===== config.mk =====
export PLATFORM = sky130hd
export DESIGN_NAME = rgb_to_hsv_converter
export DESIGN_NICKNAME = d
export VERILOG_FILES = /design/src/rtl/rhsv_pkg.sv /design/src/rtl/rhsv_div_pipe.sv /design/src/rtl/rgb_to_hsv_converter.sv
export SDC_FILE = /design/constraint.sdc
export NUM_CORES = 1
export LEC_CHECK = 0
export ABC_AREA = 1
export ABC_CLOCK_PERIOD_IN_PS = 9100
export BUFFER_PORTS_ARGS = -buffer_cell sky130_fd_sc_hd__buf_2
export CELL_PAD_IN_SITES_DETAIL_PLACEMENT = 0
export CELL_PAD_IN_SITES_GLOBAL_PLACEMENT = 2
export CORE_MARGIN = 2
export CORE_UTILIZATION = 30
export DETAILED_ROUTE_END_ITERATION = 8
export PLACE_DENSITY = 0.56
export SETUP_SLACK_MARGIN = 0.02
export SKIP_CTS_REPAIR_TIMING = 1
export SLEW_MARGIN = 40
export SYNTH_ARGS = -nofsm -noshare
export SYNTH_HDL_FRONTEND = slang
export SYNTH_HIERARCHICAL = 1
export SYNTH_SLANG_ARGS = --single-unit

===== constraint.sdc =====
create_clock -name aclk -period 9.1 [get_ports aclk]
set_clock_uncertainty 0.15 [all_clocks]
set_input_delay 0.455 -clock aclk [delete_from_list [all_inputs] [get_ports aclk]]
set_output_delay 0.455 -clock aclk [all_outputs]
set_load 0.05 [all_outputs]

===== src/rtl/rhsv_pkg.sv =====
// Shared constants and types for the RGB to HSV converter.
// No dependencies.
package rhsv_pkg;

    localparam int COLOR_BITS_DEF    = 8;
    localparam int HUE_FRAC_BITS_DEF = 6;

    // hue sector, picked by the largest component
    localparam logic [1:0] SECTOR_RED   = 2'd0;
    localparam logic [1:0] SECTOR_GREEN = 2'd1;
    localparam logic [1:0] SECTOR_BLUE  = 2'd2;

    typedef struct packed {
        logic       undef;   // all components equal
        logic       neg;     // hue difference term is negative
        logic [1:0] sector;
    } rhsv_flags_t;

endpackage


===== src/rtl/rhsv_div_pipe.sv =====
// Two-lane pipelined restoring divider, one quotient bit per stage, with sideband.
// Standalone; per-stage valid bits and a ready chain let bubbles collapse.
module rhsv_div_pipe #(
    parameter int DEN_W  = 8,
    parameter int Q_W    = 12,
    parameter int SIDE_W = 12
) (
    input  logic                   aclk,
    input  logic                   aresetn,
    input  logic                   in_valid,
    output logic                   in_ready,
    input  logic [DEN_W+Q_W-1:0]   in_num_a,
    input  logic [DEN_W-1:0]       in_den_a,
    input  logic [DEN_W+Q_W-1:0]   in_num_b,
    input  logic [DEN_W-1:0]       in_den_b,
    input  logic [SIDE_W-1:0]      in_side,
    output logic                   out_valid,
    input  logic                   out_ready,
    output logic [Q_W-1:0]         out_q_a,
    output logic [Q_W-1:0]         out_q_b,
    output logic [SIDE_W-1:0]      out_side
);

    localparam int NUM_W = DEN_W + Q_W;

    logic [Q_W-1:0]    valid_reg;
    logic [Q_W-1:0]    stage_en;
    logic [NUM_W-1:0]  rem_a_reg [Q_W];
    logic [NUM_W-1:0]  rem_b_reg [Q_W];
    logic [DEN_W-1:0]  den_a_reg [Q_W];
    logic [DEN_W-1:0]  den_b_reg [Q_W];
    logic [Q_W-1:0]    q_a_reg   [Q_W];
    logic [Q_W-1:0]    q_b_reg   [Q_W];
    logic [SIDE_W-1:0] side_reg  [Q_W];

    for (genvar k = 0; k < Q_W; k++) begin : g_stage
        localparam int SH = Q_W - 1 - k;

        logic              v_in;
        logic [NUM_W-1:0]  rem_a_in, rem_b_in;
        logic [DEN_W-1:0]  den_a_in, den_b_in;
        logic [Q_W-1:0]    q_a_in, q_b_in;
        logic [SIDE_W-1:0] side_in;
        logic [NUM_W-1:0]  dsh_a, dsh_b;
        logic              ge_a, ge_b;
        logic [NUM_W-1:0]  rem_a_next, rem_b_next;

        if (k == 0) begin : g_first
            assign v_in     = in_valid;
            assign rem_a_in = in_num_a;
            assign rem_b_in = in_num_b;
            assign den_a_in = in_den_a;
            assign den_b_in = in_den_b;
            assign q_a_in   = '0;
            assign q_b_in   = '0;
            assign side_in  = in_side;
        end else begin : g_next
            assign v_in     = valid_reg[k-1];
            assign rem_a_in = rem_a_reg[k-1];
            assign rem_b_in = rem_b_reg[k-1];
            assign den_a_in = den_a_reg[k-1];
            assign den_b_in = den_b_reg[k-1];
            assign q_a_in   = q_a_reg[k-1];
            assign q_b_in   = q_b_reg[k-1];
            assign side_in  = side_reg[k-1];
        end

        if (k == Q_W - 1) begin : g_last_en
            assign stage_en[k] = !valid_reg[k] || out_ready;
        end else begin : g_mid_en
            assign stage_en[k] = !valid_reg[k] || stage_en[k+1];
        end

        assign dsh_a      = NUM_W'(den_a_in) << SH;
        assign dsh_b      = NUM_W'(den_b_in) << SH;
        assign ge_a       = rem_a_in >= dsh_a;
        assign ge_b       = rem_b_in >= dsh_b;
        assign rem_a_next = ge_a ? rem_a_in - dsh_a : rem_a_in;
        assign rem_b_next = ge_b ? rem_b_in - dsh_b : rem_b_in;

        always_ff @(posedge aclk) begin
            if (!aresetn) begin
                valid_reg[k] <= 1'b0;
            end else if (stage_en[k]) begin
                valid_reg[k] <= v_in;
            end
        end

        always_ff @(posedge aclk) begin
            if (stage_en[k] && v_in) begin
                rem_a_reg[k] <= rem_a_next;
                rem_b_reg[k] <= rem_b_next;
                den_a_reg[k] <= den_a_in;
                den_b_reg[k] <= den_b_in;
                q_a_reg[k]   <= {q_a_in[Q_W-2:0], ge_a};
                q_b_reg[k]   <= {q_b_in[Q_W-2:0], ge_b};
                side_reg[k]  <= side_in;
            end
        end
    end

    assign in_ready  = stage_en[0];
    assign out_valid = valid_reg[Q_W-1];
    assign out_q_a   = q_a_reg[Q_W-1];
    assign out_q_b   = q_b_reg[Q_W-1];
    assign out_side  = side_reg[Q_W-1];

endmodule


===== src/rtl/rgb_to_hsv_converter.sv =====
// RGB to HSV converter, one pixel per cycle, fully pipelined.
// Path: stage 1, stage 2, the divider with one quotient bit per stage, then the
// output register; Q_W is the wider quotient (12 bits at defaults).
// Throughput: one pixel per cycle; a stall halts only stages holding data.
// Reset (aresetn low, synchronous) clears all valid bits; no other state.
// Depends on rhsv_pkg and rhsv_div_pipe.
module rgb_to_hsv_converter
    import rhsv_pkg::*;
#(
    parameter int COLOR_BITS    = COLOR_BITS_DEF,
    parameter int HUE_FRAC_BITS = HUE_FRAC_BITS_DEF,
    localparam int SIXTY        = 60 << HUE_FRAC_BITS,
    localparam int FULL_TURN    = 360 << HUE_FRAC_BITS,
    localparam int HUE_W        = $clog2(FULL_TURN),
    localparam int IN_TDATA_W   = ((3 * COLOR_BITS + 7) / 8) * 8,
    localparam int OUT_TDATA_W  = ((HUE_W + 2 * COLOR_BITS + 7) / 8) * 8
) (
    input  logic                   aclk,
    input  logic                   aresetn,
    input  logic                   s_tvalid,
    output logic                   s_tready,
    input  logic [IN_TDATA_W-1:0]  s_tdata,   // red, green, blue
    output logic                   m_tvalid,
    input  logic                   m_tready,
    output logic [OUT_TDATA_W-1:0] m_tdata,   // hue, saturation, brightness
    output logic [0:0]             m_tuser    // hue_undefined
);

    localparam int CB     = COLOR_BITS;
    localparam int HQ_W   = $clog2(SIXTY + 1);
    localparam int Q_W    = (HQ_W > CB) ? HQ_W : CB;
    localparam int NUM_W  = CB + Q_W;
    localparam int FLAG_W = $bits(rhsv_flags_t);
    localparam int SIDE_W = CB + FLAG_W;

    localparam logic [HUE_W-1:0] SIXTY_H = HUE_W'(SIXTY);
    localparam logic [HUE_W:0]   TURN_H  = (HUE_W + 1)'(FULL_TURN);

    // stage 1: max, min, sector and difference operands
    logic [CB-1:0] red, green, blue;
    logic [CB-1:0] hi_next, lo_next, pa_next, pb_next;
    logic [1:0]    sector_next;

    logic          s1_valid_reg;
    logic          s1_en;
    logic [CB-1:0] s1_hi_reg, s1_lo_reg, s1_pa_reg, s1_pb_reg;
    logic [1:0]    s1_sector_reg;

    assign red   = s_tdata[CB-1:0];
    assign green = s_tdata[2*CB-1:CB];
    assign blue  = s_tdata[3*CB-1:2*CB];

    always_comb begin
        if (red >= green && red >= blue) begin
            sector_next = SECTOR_RED;
            hi_next     = red;
            pa_next     = green;
            pb_next     = blue;
        end else if (green >= blue) begin
            sector_next = SECTOR_GREEN;
            hi_next     = green;
            pa_next     = blue;
            pb_next     = red;
        end else begin
            sector_next = SECTOR_BLUE;
            hi_next     = blue;
            pa_next     = red;
            pb_next     = green;
        end
        lo_next = red;
        if (green < lo_next) lo_next = green;
        if (blue < lo_next)  lo_next = blue;
    end

    // stage 2: delta, numerators, flags
    logic              s2_valid_reg;
    logic              s2_en;
    logic              div_in_ready;
    logic [CB-1:0]     delta_next, absdiff_next;
    rhsv_flags_t       flags_next;
    logic [NUM_W-1:0]  num_sat_next, num_hue_next;
    logic [NUM_W-1:0]  s2_num_sat_reg, s2_num_hue_reg;
    logic [CB-1:0]     s2_hi_reg, s2_delta_reg;
    rhsv_flags_t       s2_flags_reg;

    assign s2_en    = !s2_valid_reg || div_in_ready;
    assign s1_en    = !s1_valid_reg || s2_en;
    assign s_tready = s1_en;

    always_ff @(posedge aclk) begin
        if (!aresetn) begin
            s1_valid_reg <= 1'b0;
        end else if (s1_en) begin
            s1_valid_reg <= s_tvalid;
        end
    end

    always_ff @(posedge aclk) begin
        if (s1_en && s_tvalid) begin
            s1_hi_reg     <= hi_next;
            s1_lo_reg     <= lo_next;
            s1_pa_reg     <= pa_next;
            s1_pb_reg     <= pb_next;
            s1_sector_reg <= sector_next;
        end
    end

    always_comb begin
        delta_next        = s1_hi_reg - s1_lo_reg;
        flags_next.undef  = (delta_next == '0);
        flags_next.neg    = (s1_pb_reg > s1_pa_reg);
        flags_next.sector = s1_sector_reg;
        absdiff_next      = flags_next.neg ? s1_pb_reg - s1_pa_reg : s1_pa_reg - s1_pb_reg;
        // delta * (2^CB - 1) as shift and subtract
        num_sat_next      = (NUM_W'(delta_next) << CB) - NUM_W'(delta_next);
        num_hue_next      = NUM_W'(absdiff_next) * NUM_W'(SIXTY);
    end

    always_ff @(posedge aclk) begin
        if (!aresetn) begin
            s2_valid_reg <= 1'b0;
        end else if (s2_en) begin
            s2_valid_reg <= s1_valid_reg;
        end
    end

    always_ff @(posedge aclk) begin
        if (s2_en && s1_valid_reg) begin
            s2_num_sat_reg <= num_sat_next;
            s2_num_hue_reg <= num_hue_next;
            s2_hi_reg      <= s1_hi_reg;
            s2_delta_reg   <= delta_next;
            s2_flags_reg   <= flags_next;
        end
    end

    // divider stages: lane a saturation, lane b hue fraction
    logic              div_out_valid;
    logic              out_en;
    logic [Q_W-1:0]    q_sat, q_hue;
    logic [SIDE_W-1:0] div_side;
    rhsv_flags_t       d_flags;
    logic [CB-1:0]     d_hi;

    rhsv_div_pipe #(
        .DEN_W  (CB),
        .Q_W    (Q_W),
        .SIDE_W (SIDE_W)
    ) u_div (
        .aclk      (aclk),
        .aresetn   (aresetn),
        .in_valid  (s2_valid_reg),
        .in_ready  (div_in_ready),
        .in_num_a  (s2_num_sat_reg),
        .in_den_a  (s2_hi_reg),
        .in_num_b  (s2_num_hue_reg),
        .in_den_b  (s2_delta_reg),
        .in_side   ({s2_hi_reg, s2_flags_reg}),
        .out_valid (div_out_valid),
        .out_ready (out_en),
        .out_q_a   (q_sat),
        .out_q_b   (q_hue),
        .out_side  (div_side)
    );

    assign d_flags = div_side[FLAG_W-1:0];
    assign d_hi    = div_side[SIDE_W-1:FLAG_W];

    // output stage: sector offset, sign, wrap
    logic [HUE_W-1:0] base_h, q_h, hue_next;
    logic [HUE_W:0]   wrap_h;
    logic             m_valid_reg;
    logic [HUE_W-1:0] hue_reg;
    logic [CB-1:0]    sat_reg, bri_reg;
    logic             undef_reg;

    assign q_h    = HUE_W'(q_hue);
    assign wrap_h = TURN_H + (HUE_W + 1)'(base_h) - (HUE_W + 1)'(q_h);

    always_comb begin
        case (d_flags.sector)
            SECTOR_GREEN: base_h = HUE_W'(SIXTY_H << 1);
            SECTOR_BLUE:  base_h = HUE_W'(SIXTY_H << 2);
            default:      base_h = '0;
        endcase
        if (d_flags.undef) begin
            hue_next = '0;
        end else if (!d_flags.neg) begin
            hue_next = base_h + q_h;
        end else if (q_h > base_h) begin
            hue_next = wrap_h[HUE_W-1:0];
        end else begin
            hue_next = base_h - q_h;
        end
    end

    assign out_en = !m_valid_reg || m_tready;

    always_ff @(posedge aclk) begin
        if (!aresetn) begin
            m_valid_reg <= 1'b0;
        end else if (out_en) begin
            m_valid_reg <= div_out_valid;
        end
    end

    always_ff @(posedge aclk) begin
        if (out_en && div_out_valid) begin
            hue_reg   <= hue_next;
            sat_reg   <= d_flags.undef ? '0 : q_sat[CB-1:0];
            bri_reg   <= d_hi;
            undef_reg <= d_flags.undef;
        end
    end

    assign m_tvalid = m_valid_reg;
    assign m_tdata  = OUT_TDATA_W'({bri_reg, sat_reg, hue_reg});
    assign m_tuser  = undef_reg;

endmodule


After elaboration in Yosys (flattened, before gate mapping)
Memories as Yosys holds them, arrays and structs flattened. A register that Yosys moved wholly into a read port is not among the register bits.
Cells that the tools add are included.

cells by class
  $add $sub $neg = 32
  multipliers = 1
  $lt $le $gt $ge = 31
  equality and inequality tests = 2
  mux-type cells = 61
  reduce and logical (&&, ||, !) cells = 47

operators with widths
  kind                                              count
  20-bit two-way mux                                24
  8-bit two-way mux                                 9
  20-bit by 10-bit >= comparator with 1-bit output  2
  20-bit by 11-bit >= comparator with 1-bit output  2
  20-bit by 12-bit >= comparator with 1-bit output  2
  20-bit by 13-bit >= comparator with 1-bit output  2
  20-bit by 14-bit >= comparator with 1-bit output  2
  20-bit by 15-bit >= comparator with 1-bit output  2
  20-bit by 16-bit >= comparator with 1-bit output  2
  20-bit by 17-bit >= comparator with 1-bit output  2
  20-bit by 18-bit >= comparator with 1-bit output  2
  20-bit by 19-bit >= comparator with 1-bit output  2
  20-bit by 8-bit >= comparator with 1-bit output   2
  20-bit by 9-bit >= comparator with 1-bit output   2
  20-bit by 10-bit subtractor with 20-bit output    2
  20-bit by 11-bit subtractor with 20-bit output    2
  20-bit by 12-bit subtractor with 20-bit output    2
  20-bit by 13-bit subtractor with 20-bit output    2
  20-bit by 14-bit subtractor with 20-bit output    2
  20-bit by 15-bit subtractor with 20-bit output    2
  20-bit by 16-bit subtractor with 20-bit output    2
  20-bit by 17-bit subtractor with 20-bit output    2
  20-bit by 18-bit subtractor with 20-bit output    2
  20-bit by 19-bit subtractor with 20-bit output    2
  22 further kinds                                  97

word-level totals
  flip-flop bits (word level) = 125
  memory bits (writable) = 1,104
  output and inout port bits = 35
  word-level logic and storage cells = 211
  memories = 7

memory list
  name             depth  width  read ports  clocked after memory_dff  write ports  line                 source
  u_div.rem_a_reg  12     20     11          0                         12           rhsv_div_pipe.sv:28  logic [NUM_W-1:0] rem_a_reg [Q_W];
  u_div.rem_b_reg  12     20     11          0                         12           rhsv_div_pipe.sv:29  logic [NUM_W-1:0] rem_b_reg [Q_W];
  u_div.q_a_reg    12     12     12          1                         12           rhsv_div_pipe.sv:32  logic [Q_W-1:0] q_a_reg [Q_W];
  u_div.q_b_reg    12     12     12          0                         12           rhsv_div_pipe.sv:33  logic [Q_W-1:0] q_b_reg [Q_W];
  u_div.side_reg   12     12     12          0                         12           rhsv_div_pipe.sv:34  logic [SIDE_W-1:0] side_reg [Q_W];
  u_div.den_a_reg  12     8      11          0                         12           rhsv_div_pipe.sv:30  logic [DEN_W-1:0] den_a_reg [Q_W];
  +1 memories      --     --     --          --                        --           --

Logic depth before layout (Yosys ltp)
  depth after elaboration = 17
  depth in mapped cells = 28
  depth with buffers taken out = 28

Modules after synthesis
Netlist, hierarchy kept.

by module, submodules not included
  module                times used  cells each  area an instance (um^2)  sequential area each (um^2)
  rhsv_div_pipe         1           3,951       44,064.8                 27,746.6
  rgb_to_hsv_converter  1           877         8,084.0                  3,483.3

Least setup slack after synthesis
Ideal clock, no wire load.

  path kind = register to register
  start point = reg m_valid_reg (netlist: m_tvalid)
  end point = mem u_div.den_a_reg[4][0] (netlist: u_div/den_a_reg[2][0]), enable pin
  arrival = 4.820 ns
  required time = 8.389 ns
  setup slack = 3.569 ns
  cell stages (with the launch flop) = 8
  period minus slack after synthesis = 5.531 ns
  cells stage by stage = dfxtp_1 nand2_1 inv_1 nand4_1 nor3_2 inv_1 nor2_1 a31oi_1

RTL lines
  item                    line                         source
  start, declared         rgb_to_hsv_converter.sv:172  logic m_valid_reg;
  start signal, assigned  rgb_to_hsv_converter.sv:203  m_valid_reg <= div_out_valid;
  end, declared           rhsv_div_pipe.sv:30

Worst setup path in the final report
  start point = reg s1_pb_reg[4]
  end point = reg s2_num_hue_reg[18], data pin

between the ends
  longest elaborated chain between the ends = 3

ends and longest elaborated chain
  item                                                               line                                                      source
  start, declared                                                    rgb_to_hsv_converter.sv:46                                logic [CB-1:0] s1_hi_reg, s1_lo_reg, s1_pa_reg, s1_pb_reg;
  start signal, assigned                                             rgb_to_hsv_converter.sv:103                               s1_pb_reg <= pb_next;
  8-bit subtractor or 8-bit greater-than comparator (tied branches)  rgb_to_hsv_converter.sv:113, rgb_to_hsv_converter.sv:111
  8-bit two-way mux *                                                rgb_to_hsv_converter.sv:113                               absdiff_next = flags_next.neg ? s1_pb_reg - s1_pa_reg : s1_pa_reg - s1_pb_reg;
  8-bit by 4-bit multiplier with 12-bit output *                     rgb_to_hsv_converter.sv:116                               num_hue_next = NUM_W'(absdiff_next) * NUM_W'(SIXTY);
  via num_hue_next[18]                                               rgb_to_hsv_converter.sv:81                                logic [NUM_W-1:0] num_sat_next, num_hue_next;
  end signal, assigned                                               rgb_to_hsv_converter.sv:130                               s2_num_hue_reg <= num_hue_next;
  end, declared                                                      rgb_to_hsv_converter.sv:82                                logic [NUM_W-1:0] s2_num_sat_reg, s2_num_hue_reg;

Mark *: on every way through the listed nets, which the timed path passes. The rest lies on a longest branch.
A chain may end at the register's enable or synchronous reset.

==> results.md <==
* Slew Viols, Final at 0
* Clock period minus worst slack at ~5 ns
* I/O pins at between 60 and 70
* Grt total ovfl at 0
* Site row count at between 150 and 200
* Design area at 57900 um^2
* DRT Pass-1 Iters at 5
* Post-Syn Area at between 50000 and 60000 um^2
* Maxcap violations at 0
* Share of post-route cells with drive strength above 1 at 7.92%
* Vias in the first global route at 34000
* Final worst-path cycle share at approximately 55%
* Post-synthesis cell count at 4786
* Post-DP HPWL at ~93000 um
* Max H-tree Level at 3
* Status: finished clean
* WP buf/inv at 1
* Cell depth of the worst setup path at 20
* Vias per cell at between 4 and 5
* Area growth syn-to-layout at 13.8%
* Post-DR wirelength/cell at 16.4 um
* R2R Path End: s2_num_hue_reg[18]
* Crit-path cells: ha_1, nand2_1, nor3_1, a21oi_1, nand2_1, nand2_2, o21ai_0, inv_1, fa_1, fa_1, fa_1, o21ai_0, nand2_1, nand2_1, a21oi_1, nor2_1, nor2_1, nor2_1, nor2_1, xnor2_1
* GRT Util Overall at around 14%
* Pleak at roughly 23 nW
* Clk slew on worst S/H paths at roughly 0.06 ns
* Critical Path Source: s1_pb_reg[4]
* Internal reg-to-reg setup slack at a little over 4 ns
* Pwr/cell area at 211 nW/um^2
* CP peak stage delay at around 0.53 ns
* Max Buffers Root-to-Sink at 3
* DR iter-0 viols at 1437
* Die area at 173000 um^2
* CP top delay family: adder cells
* Reg2reg path depth at 20
* Actual slew at the worst max-slew pin at 0.792 ns
* Syn Area/Cell at around 11 um^2
* CP Capture Type: register
* Drt drc at 0
* DRT Wirelength at about 120000 um
* Fin util at 34.3%
* Clk sink count at ~1000
* Initial antenna violation count at 0
* RD Place Congestion at slightly above 0.8
* Startpoint Class: register
* Die extent in x at 416 um
* Placed instance area at 54000 um^2
* Crit path capture: s2_num_hue_reg[18]
* I/O Buffers at 61
* Maximum clock frequency at ~0.20 GHz
* RR Startpoint: s1_pb_reg[4]
* Cts bufs inserted at around 120
* Fin Setup TNS at 0 ns
* Slew HR at between 40% and 50%
* Max stage delay cell, worst path: fa_1
* FILL cells at approximately 17000
* Initial Util at a little under a third
* Core box area at about 170000 um^2
* Root Buffer: clkbuf_16
* CTS tree: built
* Warnings, synthesis at 6
* Final ANT Viol Nets at 0
* Die height at 416 um
* IR drop worst, VDD at approximately 0.28 mV
* Required @ worst endpoint at roughly 9.4 ns
* Crit path max fanout at 9
* Vias at around 32000
* CP Class: register to register
* Tot Pwr at around 0.012 W
* RSZ-0062 raised after global routing: no
* Nets at approximately 5300
* Largest net degree at the start of global routing at just under 80
* Min-delay worst type: primary input to register
* Worst Path Arrival at around 5.3 ns
* Clk_lat worst skew at ~0.73 ns
* Final hold viol count at 0
* Global-route wire length before repair at about 190000 um
* # setup viols final at 0
## routing by layer
layer | vias to the layer above | GRT usage (%) | routed length [um]
li1 | 16800 | - | -
met1 | 15000 | 16.5 | 51100
met2 | 332 | 25.8 | 62400
met3 | 173 | 1.88 | 3010
met4 | 0 | 4.68 | 3340
met5 | - | 0 | 0
## stage by stage
step	std cells	setup slack (ns)	hold WS, ns
2_1_floorplan	4803	3.77	0.250
3_3_place_gp	7056	4.06	0.251
3_5_place_dp	7057	4.08	0.255
4_1_cts	7271	4.03	-0.186
5_1_grt	7293	3.61	0.00609
6_report	7294	4.10	0.0254
## worst reg2reg max path, cell delays in order, from the launching register on
cell and delay, ns:
edfxtp_1 0.39, ha_1 0.46, nand2_1 0.14, nor3_1 0.26, a21oi_1 0.11, nand2_1 0.08, nand2_2 0.12, o21ai_0 0.49
inv_1 0.13, fa_1 0.52, fa_1 0.53, fa_1 0.42, o21ai_0 0.30, nand2_1 0.08, nand2_1 0.07, a21oi_1 0.08
nor2_1 0.10, nor2_1 0.05, nor2_1 0.08, nor2_1 0.05, xnor2_1 0.12
## placed cells by master, fill, tap and decap left out, drive strengths merged, types with 2 or more instances in the layout
cell type      n
a21oi        296
nor4          35
bufinv         6
clkinvlp       6
o21ai        299
o31ai          3
o221ai         4
xnor2         73
nand2        935
inv          711
buf           85
a21boi         7
o21bai        15
dlygate4sd3   20
ha           279
edfxtp       988
a31oi         14
nor3b          2
a21o          21
nand4         82
clkbuf       143
nor3          86
and2           2
o211ai        38
xor2         130
or2           42
o2111ai        5
a211oi         3
o21a           9
clkinv        59
fa            39
o31a           2
conb          18
nor2         366
nand3b        33
dfxtp         15
nand3        200
## report_power, final
group          leakage (nW)  total [W]  internal, W  switching (W)
clock                  1.75    0.00441      0.00253        0.00188
combinational          11.9    0.00236     0.000924        0.00144
sequential             9.04    0.00544      0.00535      0.0000911
## worst min path at each step
stage / startpoint / endpoint / slack (ns) / cells after the start
floorplan: u_div/side_reg[5][16] / bri_reg[0] / 0.25 / 0
global placement: u_div/q_b_reg[2][6] / u_div/q_b_reg[2][19] / 0.25 / 0
detailed placement: u_div/q_b_reg[1][1] / u_div/q_b_reg[1][14] / 0.25 / 0
CTS: m_tready / m_tvalid / -0.19 / 4
global route: s_tdata[20] / s1_lo_reg[4] / 0.006 / 3
finish: s_tdata[22] / s1_lo_reg[6] / 0.03 / 3
## layout make-up
cell class                 instances  area (um^2)  share of cell area [%]
antenna                            1         2.50                 0.00432
clock buffer                     143         3030                    5.23
clock inverter                    71          608                    1.05
inverter                         711         2680                    4.63
multi-input combinational       3042        18100                    31.2
sequential                      1003        30000                    51.8
tap                             2218         2780                    4.79
timing repair buffer             105          749                    1.29
Power figures use the tool's default switching activity.
